File: config.mk
export PLATFORM = sky130hd
export DESIGN_NAME = bounded_deque_with_remove_top
export DESIGN_NICKNAME = d
export VERILOG_FILES = /design/src/hw/rtl/bdq_pkg.sv /design/src/hw/rtl/bdq_mem.sv /design/src/hw/rtl/bdq_slot.sv /design/src/hw/rtl/bdq_seq.sv /design/src/hw/rtl/bounded_deque_with_remove_top.sv
export SDC_FILE = /design/constraint.sdc
export NUM_CORES = 1
export LEC_CHECK = 0
export BUFFER_PORTS_ARGS = -buffer_cell sky130_fd_sc_hd__buf_2
export CAP_MARGIN = 5
export CELL_PAD_IN_SITES_DETAIL_PLACEMENT = 1
export CELL_PAD_IN_SITES_GLOBAL_PLACEMENT = 2
export CORE_ASPECT_RATIO = 1.75
export CORE_MARGIN = 2
export CORE_UTILIZATION = 50
export CTS_BUF_LIST = sky130_fd_sc_hd__clkbuf_8
export CTS_CLUSTER_DIAMETER = 60
export DETAILED_ROUTE_END_ITERATION = 8
export PLACE_DENSITY = 0.95
export SKIP_CTS_REPAIR_TIMING = 1
export SLEW_MARGIN = 20
export SYNTH_ARGS = -nofsm -noshare
export SYNTH_HDL_FRONTEND = slang
export SYNTH_HIERARCHICAL = 1
export SYNTH_SLANG_ARGS = --single-unit
File: constraint.sdc
create_clock -name clk -period 10.7 [get_ports clk]
set_input_delay 0 -clock clk [delete_from_list [all_inputs] [get_ports clk]]
set_output_delay 0 -clock clk [all_outputs]
set_load 0.05 [all_outputs]
File: src/hw/rtl/bdq_pkg.sv
`timescale 1ns / 1ps

package bdq_pkg;

  // Request codes
  localparam logic [3:0] MODE_PUSH_FRONT = 4'd0;
  localparam logic [3:0] MODE_PUSH_BACK  = 4'd1;
  localparam logic [3:0] MODE_POP_FRONT  = 4'd2;
  localparam logic [3:0] MODE_POP_BACK   = 4'd3;
  localparam logic [3:0] MODE_PEEK_FRONT = 4'd4;
  localparam logic [3:0] MODE_PEEK_BACK  = 4'd5;
  localparam logic [3:0] MODE_PEEK_INDEX = 4'd6;
  localparam logic [3:0] MODE_REMOVE     = 4'd7;
  localparam logic [3:0] MODE_CLEAR      = 4'd8;

  // Status codes
  localparam logic [1:0] STATUS_OK    = 2'd0;
  localparam logic [1:0] STATUS_EMPTY = 2'd1;
  localparam logic [1:0] STATUS_FULL  = 2'd2;
  localparam logic [1:0] STATUS_MISS  = 2'd3;

  localparam int VALUE_W = 32;
  localparam int COUNT_W = 5;

  typedef struct packed {
    logic [3:0]         mode;
    logic [VALUE_W-1:0] value;
    logic [3:0]         index;
  } in_item_t;

  typedef struct packed {
    logic [VALUE_W-1:0] data;
    logic               hit;
    logic [COUNT_W-1:0] count;
    logic [1:0]         status;
  } out_item_t;

endpackage

File: src/hw/rtl/bdq_mem.sv
`timescale 1ns / 1ps

module bdq_mem #(
  parameter int DEPTH      = 16,
  parameter int DATA_WIDTH = 32
) (
  input  logic                     clk,
  input  logic                     rd_en,
  input  logic [$clog2(DEPTH)-1:0] rd_addr,
  output logic [DATA_WIDTH-1:0]    rd_data,
  input  logic                     wr_en,
  input  logic [$clog2(DEPTH)-1:0] wr_addr,
  input  logic [DATA_WIDTH-1:0]    wr_data
);

  logic [DATA_WIDTH-1:0] mem [DEPTH];
  logic [DATA_WIDTH-1:0] rd_data_r;

  // Write one entry
  always_ff @(posedge clk) begin
    if (wr_en) begin
      mem[wr_addr] <= wr_data;
    end
  end

  // Registered read
  always_ff @(posedge clk) begin
    if (rd_en) begin
      rd_data_r <= mem[rd_addr];
    end
  end

  assign rd_data = rd_data_r;

endmodule

File: src/hw/rtl/bdq_slot.sv
`timescale 1ns / 1ps

module bdq_slot #(
  parameter int DEPTH = 16
) (
  input  logic [$clog2(DEPTH)-1:0] front,
  input  logic [$clog2(DEPTH)-1:0] pos,
  output logic [$clog2(DEPTH)-1:0] slot
);

  localparam int PW = $clog2(DEPTH);

  logic [PW:0] sum;
  logic [PW:0] wrapped;

  // Wrap front plus position around the ring
  always_comb begin
    sum     = {1'b0, front} + {1'b0, pos};
    wrapped = sum - (PW+1)'(DEPTH);
    slot    = (sum >= (PW+1)'(DEPTH)) ? wrapped[PW-1:0] : sum[PW-1:0];
  end

endmodule

File: src/hw/rtl/bdq_seq.sv
`timescale 1ns / 1ps

module bdq_seq
  import bdq_pkg::*;
#(
  parameter int DEPTH      = 16,
  parameter int DATA_WIDTH = 32
) (
  input  logic                     clk,
  input  logic                     rst_n,
  input  logic                     start,
  output logic                     busy,
  input  in_item_t                 in_item,
  output logic                     out_valid,
  output out_item_t                out_item,
  output logic                     mem_rd_en,
  output logic [$clog2(DEPTH)-1:0] mem_rd_addr,
  input  logic [DATA_WIDTH-1:0]    mem_rd_data,
  output logic                     mem_wr_en,
  output logic [$clog2(DEPTH)-1:0] mem_wr_addr,
  output logic [DATA_WIDTH-1:0]    mem_wr_data
);

  localparam int PW = $clog2(DEPTH);
  localparam int OW = $clog2(DEPTH + 1);
  localparam int XW = (DATA_WIDTH > VALUE_W) ? DATA_WIDTH : VALUE_W;

  typedef enum logic [2:0] {
    ST_IDLE,
    ST_READ,
    ST_SCAN_RD,
    ST_SCAN_CMP,
    ST_SHIFT_RD,
    ST_SHIFT_WR
  } state_t;

  state_t                state_r, state_nxt;
  logic [PW-1:0]         front_r, front_nxt;
  logic [OW-1:0]         occ_r, occ_nxt;
  logic [OW-1:0]         pos_r, pos_nxt;
  logic [PW-1:0]         rd_slot_r, rd_slot_nxt;
  logic [PW-1:0]         hole_r, hole_nxt;
  logic [DATA_WIDTH-1:0] word_r, word_nxt;
  logic                  out_valid_r, out_valid_nxt;
  out_item_t             out_r, out_nxt;

  logic [PW-1:0]         slot_pos;
  logic [PW-1:0]         slot;
  logic [PW-1:0]         front_dec;
  logic [PW-1:0]         front_inc;
  logic [XW-1:0]         value_ext;
  logic [XW-1:0]         rd_ext;
  logic [DATA_WIDTH-1:0] word_in;
  logic [OW:0]           pos_p1;
  logic [OW:0]           pos_p2;
  logic [OW:0]           occ_ext;
  logic                  accept;
  logic                  immediate;

  // Shared ring-position unit
  bdq_slot #(
    .DEPTH (DEPTH)
  ) u_slot (
    .front (front_r),
    .pos   (slot_pos),
    .slot  (slot)
  );

  // Fit words between the port width and the stored width
  always_comb begin
    value_ext = XW'(in_item.value);
    word_in   = value_ext[DATA_WIDTH-1:0];
    rd_ext    = XW'(mem_rd_data);
  end

  always_comb begin
    front_dec = (front_r == '0) ? PW'(DEPTH - 1) : front_r - 1'b1;
    front_inc = (front_r == PW'(DEPTH - 1)) ? '0 : front_r + 1'b1;
    pos_p1    = {1'b0, pos_r} + 1'b1;
    pos_p2    = {1'b0, pos_r} + 2'd2;
    occ_ext   = {1'b0, occ_r};
    accept    = start && (state_r == ST_IDLE);
  end

  // Pick the position that the ring unit resolves this cycle
  always_comb begin
    slot_pos = '0;
    case (state_r)
      ST_IDLE: begin
        case (in_item.mode)
          MODE_PUSH_BACK:                slot_pos = PW'(occ_r);
          MODE_POP_BACK, MODE_PEEK_BACK: slot_pos = PW'(occ_r - 1'b1);
          MODE_PEEK_INDEX:               slot_pos = PW'(in_item.index);
          default:                       slot_pos = '0;
        endcase
      end
      ST_SCAN_RD:  slot_pos = PW'(pos_r);
      ST_SHIFT_RD: slot_pos = PW'(pos_p1);
      default:     slot_pos = '0;
    endcase
  end

  // Sequencer next state
  always_comb begin
    state_nxt     = state_r;
    front_nxt     = front_r;
    occ_nxt       = occ_r;
    pos_nxt       = pos_r;
    rd_slot_nxt   = rd_slot_r;
    hole_nxt      = hole_r;
    word_nxt      = word_r;
    out_valid_nxt = 1'b0;
    out_nxt       = out_r;
    mem_rd_en     = 1'b0;
    mem_rd_addr   = slot;
    mem_wr_en     = 1'b0;
    mem_wr_addr   = slot;
    mem_wr_data   = word_in;
    immediate     = 1'b0;

    case (state_r)
      ST_IDLE: begin
        if (start) begin
          word_nxt        = word_in;
          pos_nxt         = '0;
          out_nxt.data    = '0;
          out_nxt.hit     = 1'b0;
          out_nxt.count   = COUNT_W'(occ_r);
          out_nxt.status  = STATUS_OK;
          out_valid_nxt   = 1'b1;
          immediate       = 1'b1;
          case (in_item.mode)
            MODE_PUSH_FRONT, MODE_PUSH_BACK: begin
              if (occ_r == OW'(DEPTH)) begin
                out_nxt.status = STATUS_FULL;
              end else begin
                mem_wr_en = 1'b1;
                if (in_item.mode == MODE_PUSH_FRONT) begin
                  front_nxt   = front_dec;
                  mem_wr_addr = front_dec;
                end
                occ_nxt       = occ_r + 1'b1;
                out_nxt.hit   = 1'b1;
                out_nxt.count = COUNT_W'(occ_r + 1'b1);
              end
            end
            MODE_POP_FRONT, MODE_POP_BACK, MODE_PEEK_FRONT, MODE_PEEK_BACK: begin
              if (occ_r == '0) begin
                out_nxt.status = STATUS_EMPTY;
              end else begin
                mem_rd_en     = 1'b1;
                state_nxt     = ST_READ;
                out_valid_nxt = 1'b0;
                immediate     = 1'b0;
                if (in_item.mode == MODE_POP_FRONT) begin
                  front_nxt = front_inc;
                end
                if (in_item.mode == MODE_POP_FRONT || in_item.mode == MODE_POP_BACK) begin
                  occ_nxt = occ_r - 1'b1;
                end
              end
            end
            MODE_PEEK_INDEX: begin
              if (32'(in_item.index) >= 32'(occ_r)) begin
                out_nxt.status = STATUS_MISS;
              end else begin
                mem_rd_en     = 1'b1;
                state_nxt     = ST_READ;
                out_valid_nxt = 1'b0;
                immediate     = 1'b0;
              end
            end
            MODE_REMOVE: begin
              if (occ_r == '0) begin
                out_nxt.status = STATUS_MISS;
              end else begin
                state_nxt     = ST_SCAN_RD;
                out_valid_nxt = 1'b0;
                immediate     = 1'b0;
              end
            end
            MODE_CLEAR: begin
              occ_nxt       = '0;
              front_nxt     = '0;
              out_nxt.count = '0;
            end
            default: begin
            end
          endcase
        end
      end

      // Return the word read on the accept cycle
      ST_READ: begin
        out_nxt.data   = rd_ext[VALUE_W-1:0];
        out_nxt.hit    = 1'b1;
        out_nxt.count  = COUNT_W'(occ_r);
        out_nxt.status = STATUS_OK;
        out_valid_nxt  = 1'b1;
        state_nxt      = ST_IDLE;
      end

      // Fetch the next candidate
      ST_SCAN_RD: begin
        mem_rd_en   = 1'b1;
        rd_slot_nxt = slot;
        state_nxt   = ST_SCAN_CMP;
      end

      // Compare the candidate against the wanted word
      ST_SCAN_CMP: begin
        if (mem_rd_data == word_r) begin
          hole_nxt = rd_slot_r;
          if (pos_p1 < occ_ext) begin
            state_nxt = ST_SHIFT_RD;
          end else begin
            occ_nxt        = occ_r - 1'b1;
            out_nxt.data   = '0;
            out_nxt.hit    = 1'b1;
            out_nxt.count  = COUNT_W'(occ_r - 1'b1);
            out_nxt.status = STATUS_OK;
            out_valid_nxt  = 1'b1;
            state_nxt      = ST_IDLE;
          end
        end else if (pos_p1 < occ_ext) begin
          pos_nxt   = OW'(pos_p1);
          state_nxt = ST_SCAN_RD;
        end else begin
          out_nxt.data   = '0;
          out_nxt.hit    = 1'b0;
          out_nxt.count  = COUNT_W'(occ_r);
          out_nxt.status = STATUS_MISS;
          out_valid_nxt  = 1'b1;
          state_nxt      = ST_IDLE;
        end
      end

      // Fetch the entry behind the hole
      ST_SHIFT_RD: begin
        mem_rd_en   = 1'b1;
        rd_slot_nxt = slot;
        state_nxt   = ST_SHIFT_WR;
      end

      // Move it into the hole and advance
      ST_SHIFT_WR: begin
        mem_wr_en   = 1'b1;
        mem_wr_addr = hole_r;
        mem_wr_data = mem_rd_data;
        hole_nxt    = rd_slot_r;
        pos_nxt     = OW'(pos_p1);
        if (pos_p2 < occ_ext) begin
          state_nxt = ST_SHIFT_RD;
        end else begin
          occ_nxt        = occ_r - 1'b1;
          out_nxt.data   = '0;
          out_nxt.hit    = 1'b1;
          out_nxt.count  = COUNT_W'(occ_r - 1'b1);
          out_nxt.status = STATUS_OK;
          out_valid_nxt  = 1'b1;
          state_nxt      = ST_IDLE;
        end
      end

      default: begin
        state_nxt = ST_IDLE;
      end
    endcase
  end

  // Hold state and registered outputs
  always_ff @(posedge clk) begin
    if (!rst_n) begin
      state_r     <= ST_IDLE;
      front_r     <= '0;
      occ_r       <= '0;
      out_valid_r <= 1'b0;
    end else begin
      state_r     <= state_nxt;
      front_r     <= front_nxt;
      occ_r       <= occ_nxt;
      out_valid_r <= out_valid_nxt;
    end
    pos_r     <= pos_nxt;
    rd_slot_r <= rd_slot_nxt;
    hole_r    <= hole_nxt;
    word_r    <= word_nxt;
    out_r     <= out_nxt;
  end

  assign busy      = (state_r != ST_IDLE);
  assign out_valid = out_valid_r;
  assign out_item  = out_r;

  // Occupancy stays within the ring
  a_occ_bound: assert property (@(posedge clk) disable iff (!rst_n)
    occ_r <= OW'(DEPTH))
    else $error("occupancy exceeds depth");

  // A transaction that needs no memory read answers on the next cycle
  a_immediate: assert property (@(posedge clk) disable iff (!rst_n)
    (accept && immediate) |=> (out_valid_r && !busy))
    else $error("immediate transaction gave no result");

  // The read state leads straight back to idle with a valid result
  a_read_one: assert property (@(posedge clk) disable iff (!rst_n)
    (state_r == ST_READ) |=> (state_r == ST_IDLE && out_valid_r))
    else $error("read result late");

  // Busy drops only together with a result
  a_busy_done: assert property (@(posedge clk) disable iff (!rst_n)
    ($fell(busy) && $past(rst_n)) |-> out_valid_r)
    else $error("busy dropped without a result");

endmodule

File: src/hw/rtl/bounded_deque_with_remove_top.sv
`timescale 1ns / 1ps

// Bounded double-ended queue with remove-by-value.
// Requests enter on in_item when start is high and busy is low; each request
// gives exactly one result on out_item, shown for one cycle with out_valid.
// The receiver cannot stall: the result must be taken in that cycle.
// How each kind of request is answered:
//   push, clear, refused or unused requests: result in the next cycle, busy stays low.
//   pop and peek: one registered read of the entry memory, then the result.
//   remove: scans each entry in turn (SCAN_RD, SCAN_CMP); on a match,
//   moves each later entry into the gap (SHIFT_RD, SHIFT_WR).
// While busy is high no request is taken.
// Reset (rst_n low, synchronous) empties the queue and drops any result in
// flight; stored entries are not cleared, and none is read before rewritten.
// DEPTH sets the number of entries, DATA_WIDTH the stored word width; words
// are the low DATA_WIDTH bits of value. count carries the low five bits of
// the occupancy.
module bounded_deque_with_remove_top
  import bdq_pkg::*;
#(
  parameter int DEPTH      = 16,
  parameter int DATA_WIDTH = 32
) (
  input  logic      clk,
  input  logic      rst_n,
  input  logic      start,
  output logic      busy,
  input  in_item_t  in_item,
  output logic      out_valid,
  output out_item_t out_item
);

  localparam int PW = $clog2(DEPTH);

  logic                  mem_rd_en;
  logic [PW-1:0]         mem_rd_addr;
  logic [DATA_WIDTH-1:0] mem_rd_data;
  logic                  mem_wr_en;
  logic [PW-1:0]         mem_wr_addr;
  logic [DATA_WIDTH-1:0] mem_wr_data;

  // Sequencer
  bdq_seq #(
    .DEPTH      (DEPTH),
    .DATA_WIDTH (DATA_WIDTH)
  ) u_seq (
    .clk         (clk),
    .rst_n       (rst_n),
    .start       (start),
    .busy        (busy),
    .in_item     (in_item),
    .out_valid   (out_valid),
    .out_item    (out_item),
    .mem_rd_en   (mem_rd_en),
    .mem_rd_addr (mem_rd_addr),
    .mem_rd_data (mem_rd_data),
    .mem_wr_en   (mem_wr_en),
    .mem_wr_addr (mem_wr_addr),
    .mem_wr_data (mem_wr_data)
  );

  // Entry ring
  bdq_mem #(
    .DEPTH      (DEPTH),
    .DATA_WIDTH (DATA_WIDTH)
  ) u_mem (
    .clk     (clk),
    .rd_en   (mem_rd_en),
    .rd_addr (mem_rd_addr),
    .rd_data (mem_rd_data),
    .wr_en   (mem_wr_en),
    .wr_addr (mem_wr_addr),
    .wr_data (mem_wr_data)
  );

endmodule
==> results.ini <==
[synth]
async_reset_ff_frac=0
synth_area_mm2=0.0261
synth-edff-count=629
yosysWarnings=6
ys.flop_type=edfxtp_1
synth-seq-cells=642
syn_avg_cell_area_um2=17.9
syn_nets=1525
synth_cell_types=74
synthCells=1458
seq_area_frac_synth=0.734

[pwr]
p_leak_nw=9.92
p_clk_frac=0.354
pwr-share-seq=0.533
peakVddDrop_uv=107
p_per_area_mw_per_mm2=180
power_switching_share=0.257
internal_power_mw=3.96
p_comb_frac=0.113
switching_power_mw=1.37

[floorplanning]
rows=110
start_util=0.507
die_area_mm2=0.0541
die_w_um=177
io_pins=85
fp.dieH_um=306
core-area_mm2=0.0515

[finish]
syn_to_final_growth_pct=13.4
nNetsFinal=1688
drive_gt1_frac=0.241
finalNonFillerCells=2365

[place]
place.gp.congestion=0.916
dp.cells=2165
port_buffers=84
dpl.hpwl_um=42900

[global_route]
use_met2=0.474
antenna_found_initial=1
grtUsageTotal=0.275
grt_use_met1=0.329
grt.busiest_layer=met2
grt_overflow=0
grt_pass1_vias=16004
grt_util_met3=0.0495
grt_max_degree=69
grt_pass1_wl_um=107000

[timing]
finalSetupViolations=0
grt_setup_unrepaired=no
max_freq_mhz=172
max-slew-margin-rel=0.208
fin_crit_sh=0.542
final_hold_viol_count=0
fin_skew_ps=29.3
tns_ps=0
worstMarginPinSlew_ps=1190
fin_crit_ps=5800
slew_viol_final=0

[clock_network]
htreeDepth=3
cts_made_buffers=88
clkLatencyLatePin_ps=680
numClockSinks=642
cts_tree=done
cts_root_buf=clkbuf_8
clk_pin_slew_ps=80
cts_buffer_depth=3

[critical_path]
rr_startpoint=u_seq/occ_r[0]
critPathRequiredTime_ps=11010
cp-end-kind=flop
critical_path_class=reg -> reg
path_cells=clkinv_1, ha_1, o32ai_1, a221oi_1, nor3_1, a21oi_1, nor2_1, fa_4, a221o_1, nand2b_1, nor2_4, buf_4
worst_setup_path_start_kind=flop
cpPeakStageDelay_ps=1040
arrival_ps=6120
cp_max_fo=63
startpoint=u_seq/occ_r[0]
slowest_stage=fa_4

[worst_hold_path]
hold_path.class=in -> reg
hold_path.startpoint=in_item[15]

[route]
drtIter0Drc=1389
ant_nets=0
routedWlPerCell_um=31.9
routed_via_density=6.38
wl_um=75500
first_pass_iters=5
vias=15082
route.detailed.drc=0

[outcome]
status=completed

[run]
maxCapViolCount=0

[through the flow]
stage	power [mW]	utilization	setup slack [ps]	area [um^2]	hold WS [ps]
final	5.33	0.575	4900	29600	53.7
after global routing	5.48	0.575	4670	29600	42.0
after detailed placement	3.48	0.533	4940	27500	195
after floorplan	3.29	-	4890	26100	98.9
after CTS	5.31	0.566	4850	29100	-541
after global placement	3.44	0.532	5150	27400	197
[synth_stat cells, types with 3 or more instances]
| cell type | n | area share |
|---|---|---|
| buf_1 | 11 | 0.0016 |
| inv_1 | 11 | 0.0016 |
| nand2_1 | 168 | 0.024 |
| dfxtp_1 | 13 | 0.010 |
| ha_1 | 23 | 0.011 |
| nand2b_1 | 5 | 0.0012 |
| a21o_1 | 6 | 0.0017 |
| clkinv_1 | 3 | 0.00043 |
| a211oi_1 | 6 | 0.0017 |
| a221oi_1 | 3 | 0.0010 |
| and3_1 | 34 | 0.0082 |
| nor2b_1 | 10 | 0.0024 |
| buf_4 | 9 | 0.0026 |
| a21oi_1 | 27 | 0.0052 |
| clkbuf_1 | 44 | 0.0063 |
| nand3b_1 | 4 | 0.0012 |
| buf_2 | 12 | 0.0023 |
| nor3_1 | 16 | 0.0031 |
| a21o_2 | 3 | 0.0010 |
| xnor2_1 | 38 | 0.013 |
| o22ai_1 | 6 | 0.0014 |
| o32ai_1 | 3 | 0.0010 |
| nand4_1 | 10 | 0.0024 |
| nor2_1 | 59 | 0.0085 |
| o21ai_0 | 14 | 0.0027 |
| mux2i_1 | 8 | 0.0031 |
| nand3_1 | 17 | 0.0033 |
| a31oi_1 | 4 | 0.00096 |
| a22oi_1 | 68 | 0.020 |
| or3_1 | 4 | 0.00096 |
| edfxtp_1 | 629 | 0.72 |
| xor2_1 | 7 | 0.0023 |
| mux4_2 | 128 | 0.11 |
[path summary, 6_finish.rpt]
path | endpoint | slack [ps] | cells after the start
max | u_mem/mem[13][14] | 4900 | 12
min | u_seq/word_r[11] | 50 | 2
max reg2reg | u_mem/mem[13][14] | 4900 | 12
min reg2reg | u_seq/hole_r[3] | 430 | 0
[power by group through the flow]
stage          clock [mW]  combinational (mW)  sequential [mW]
2_1_floorplan           0               0.354             2.93
5_1_grt              2.00               0.643             2.84
4_1_cts              1.89               0.589             2.84
6_report             1.88               0.604             2.84
3_3_place_gp            0               0.553             2.89
3_5_place_dp            0               0.584             2.89
[routing by layer]
layer,wire (um),share of wire
met1,26400,0.35
met2,39200,0.52
met3,5600,0.074
met4,4250,0.056
met5,0,0
[area by class of cell]
cell class / instances / area [um^2]
fillers: 4668 / 21900
flip-flops and latches: 642 / 19100
multi-input cells: 723 / 6730
clock buffers: 91 / 1250
repair buffers: 151 / 1110
well taps: 672 / 841
clock inverters: 70 / 443
inverters: 15 / 56.3
diodes: 1 / 2.50
[layout by cell type (no fill, tap or decap), types with 10 or more instances in the layout]
cell / instances
edfxtp_1: 629
nand2_1: 167
mux4_2: 128
clkbuf_8: 91
buf_2: 84
a22oi_1: 68
nor2_1: 45
xnor2_1: 38
dlygate4sd3_1: 35
and3_1: 34
clkinv_1: 30
buf_4: 27
a21oi_1: 27
inv_1: 26
ha_1: 22
clkinv_2: 17
nand3_1: 17
nor2_4: 14
o21ai_0: 14
dfxtp_1: 13
nor3_1: 12
nand4_1: 10
[cell families (layout without fill, tap and decap cells)]
family,Yosys count,after routing,share of synthesized area
flops,642,642,0.734
simple gates,345,345,0.0618
compound gates,171,171,0.0472
mux,136,136,0.114
buf+inv,93,327,0.0158
xor+xnor,46,46,0.0157
fa+ha+maj,25,25,0.0122
other cells,0,1,0
[worst max-delay path, delay by kind of cell (launching register included)]
family | cells | cell delay, ps
fa+ha+maj | 2 | 1470
simple gates | 4 | 1380
compound gates | 4 | 1200
buf+inv | 2 | 810
flops | 1 | 510
[registers in the layout, indices dropped and copies added (netlist names)]
signal / cells
u_mem/rd_data: 32
u_seq/out_valid: 1
u_seq/out_item: 40
u_seq/pos_r: 5
u_mem/mem: 512
u_seq/hole_r: 4
u_seq/rd_slot_r: 4
u_seq/occ_r: 5
u_seq/word_r: 32
u_seq/state_r: 3
u_seq/front_r: 4
Note: power is estimated with default switching activity, not from simulation.
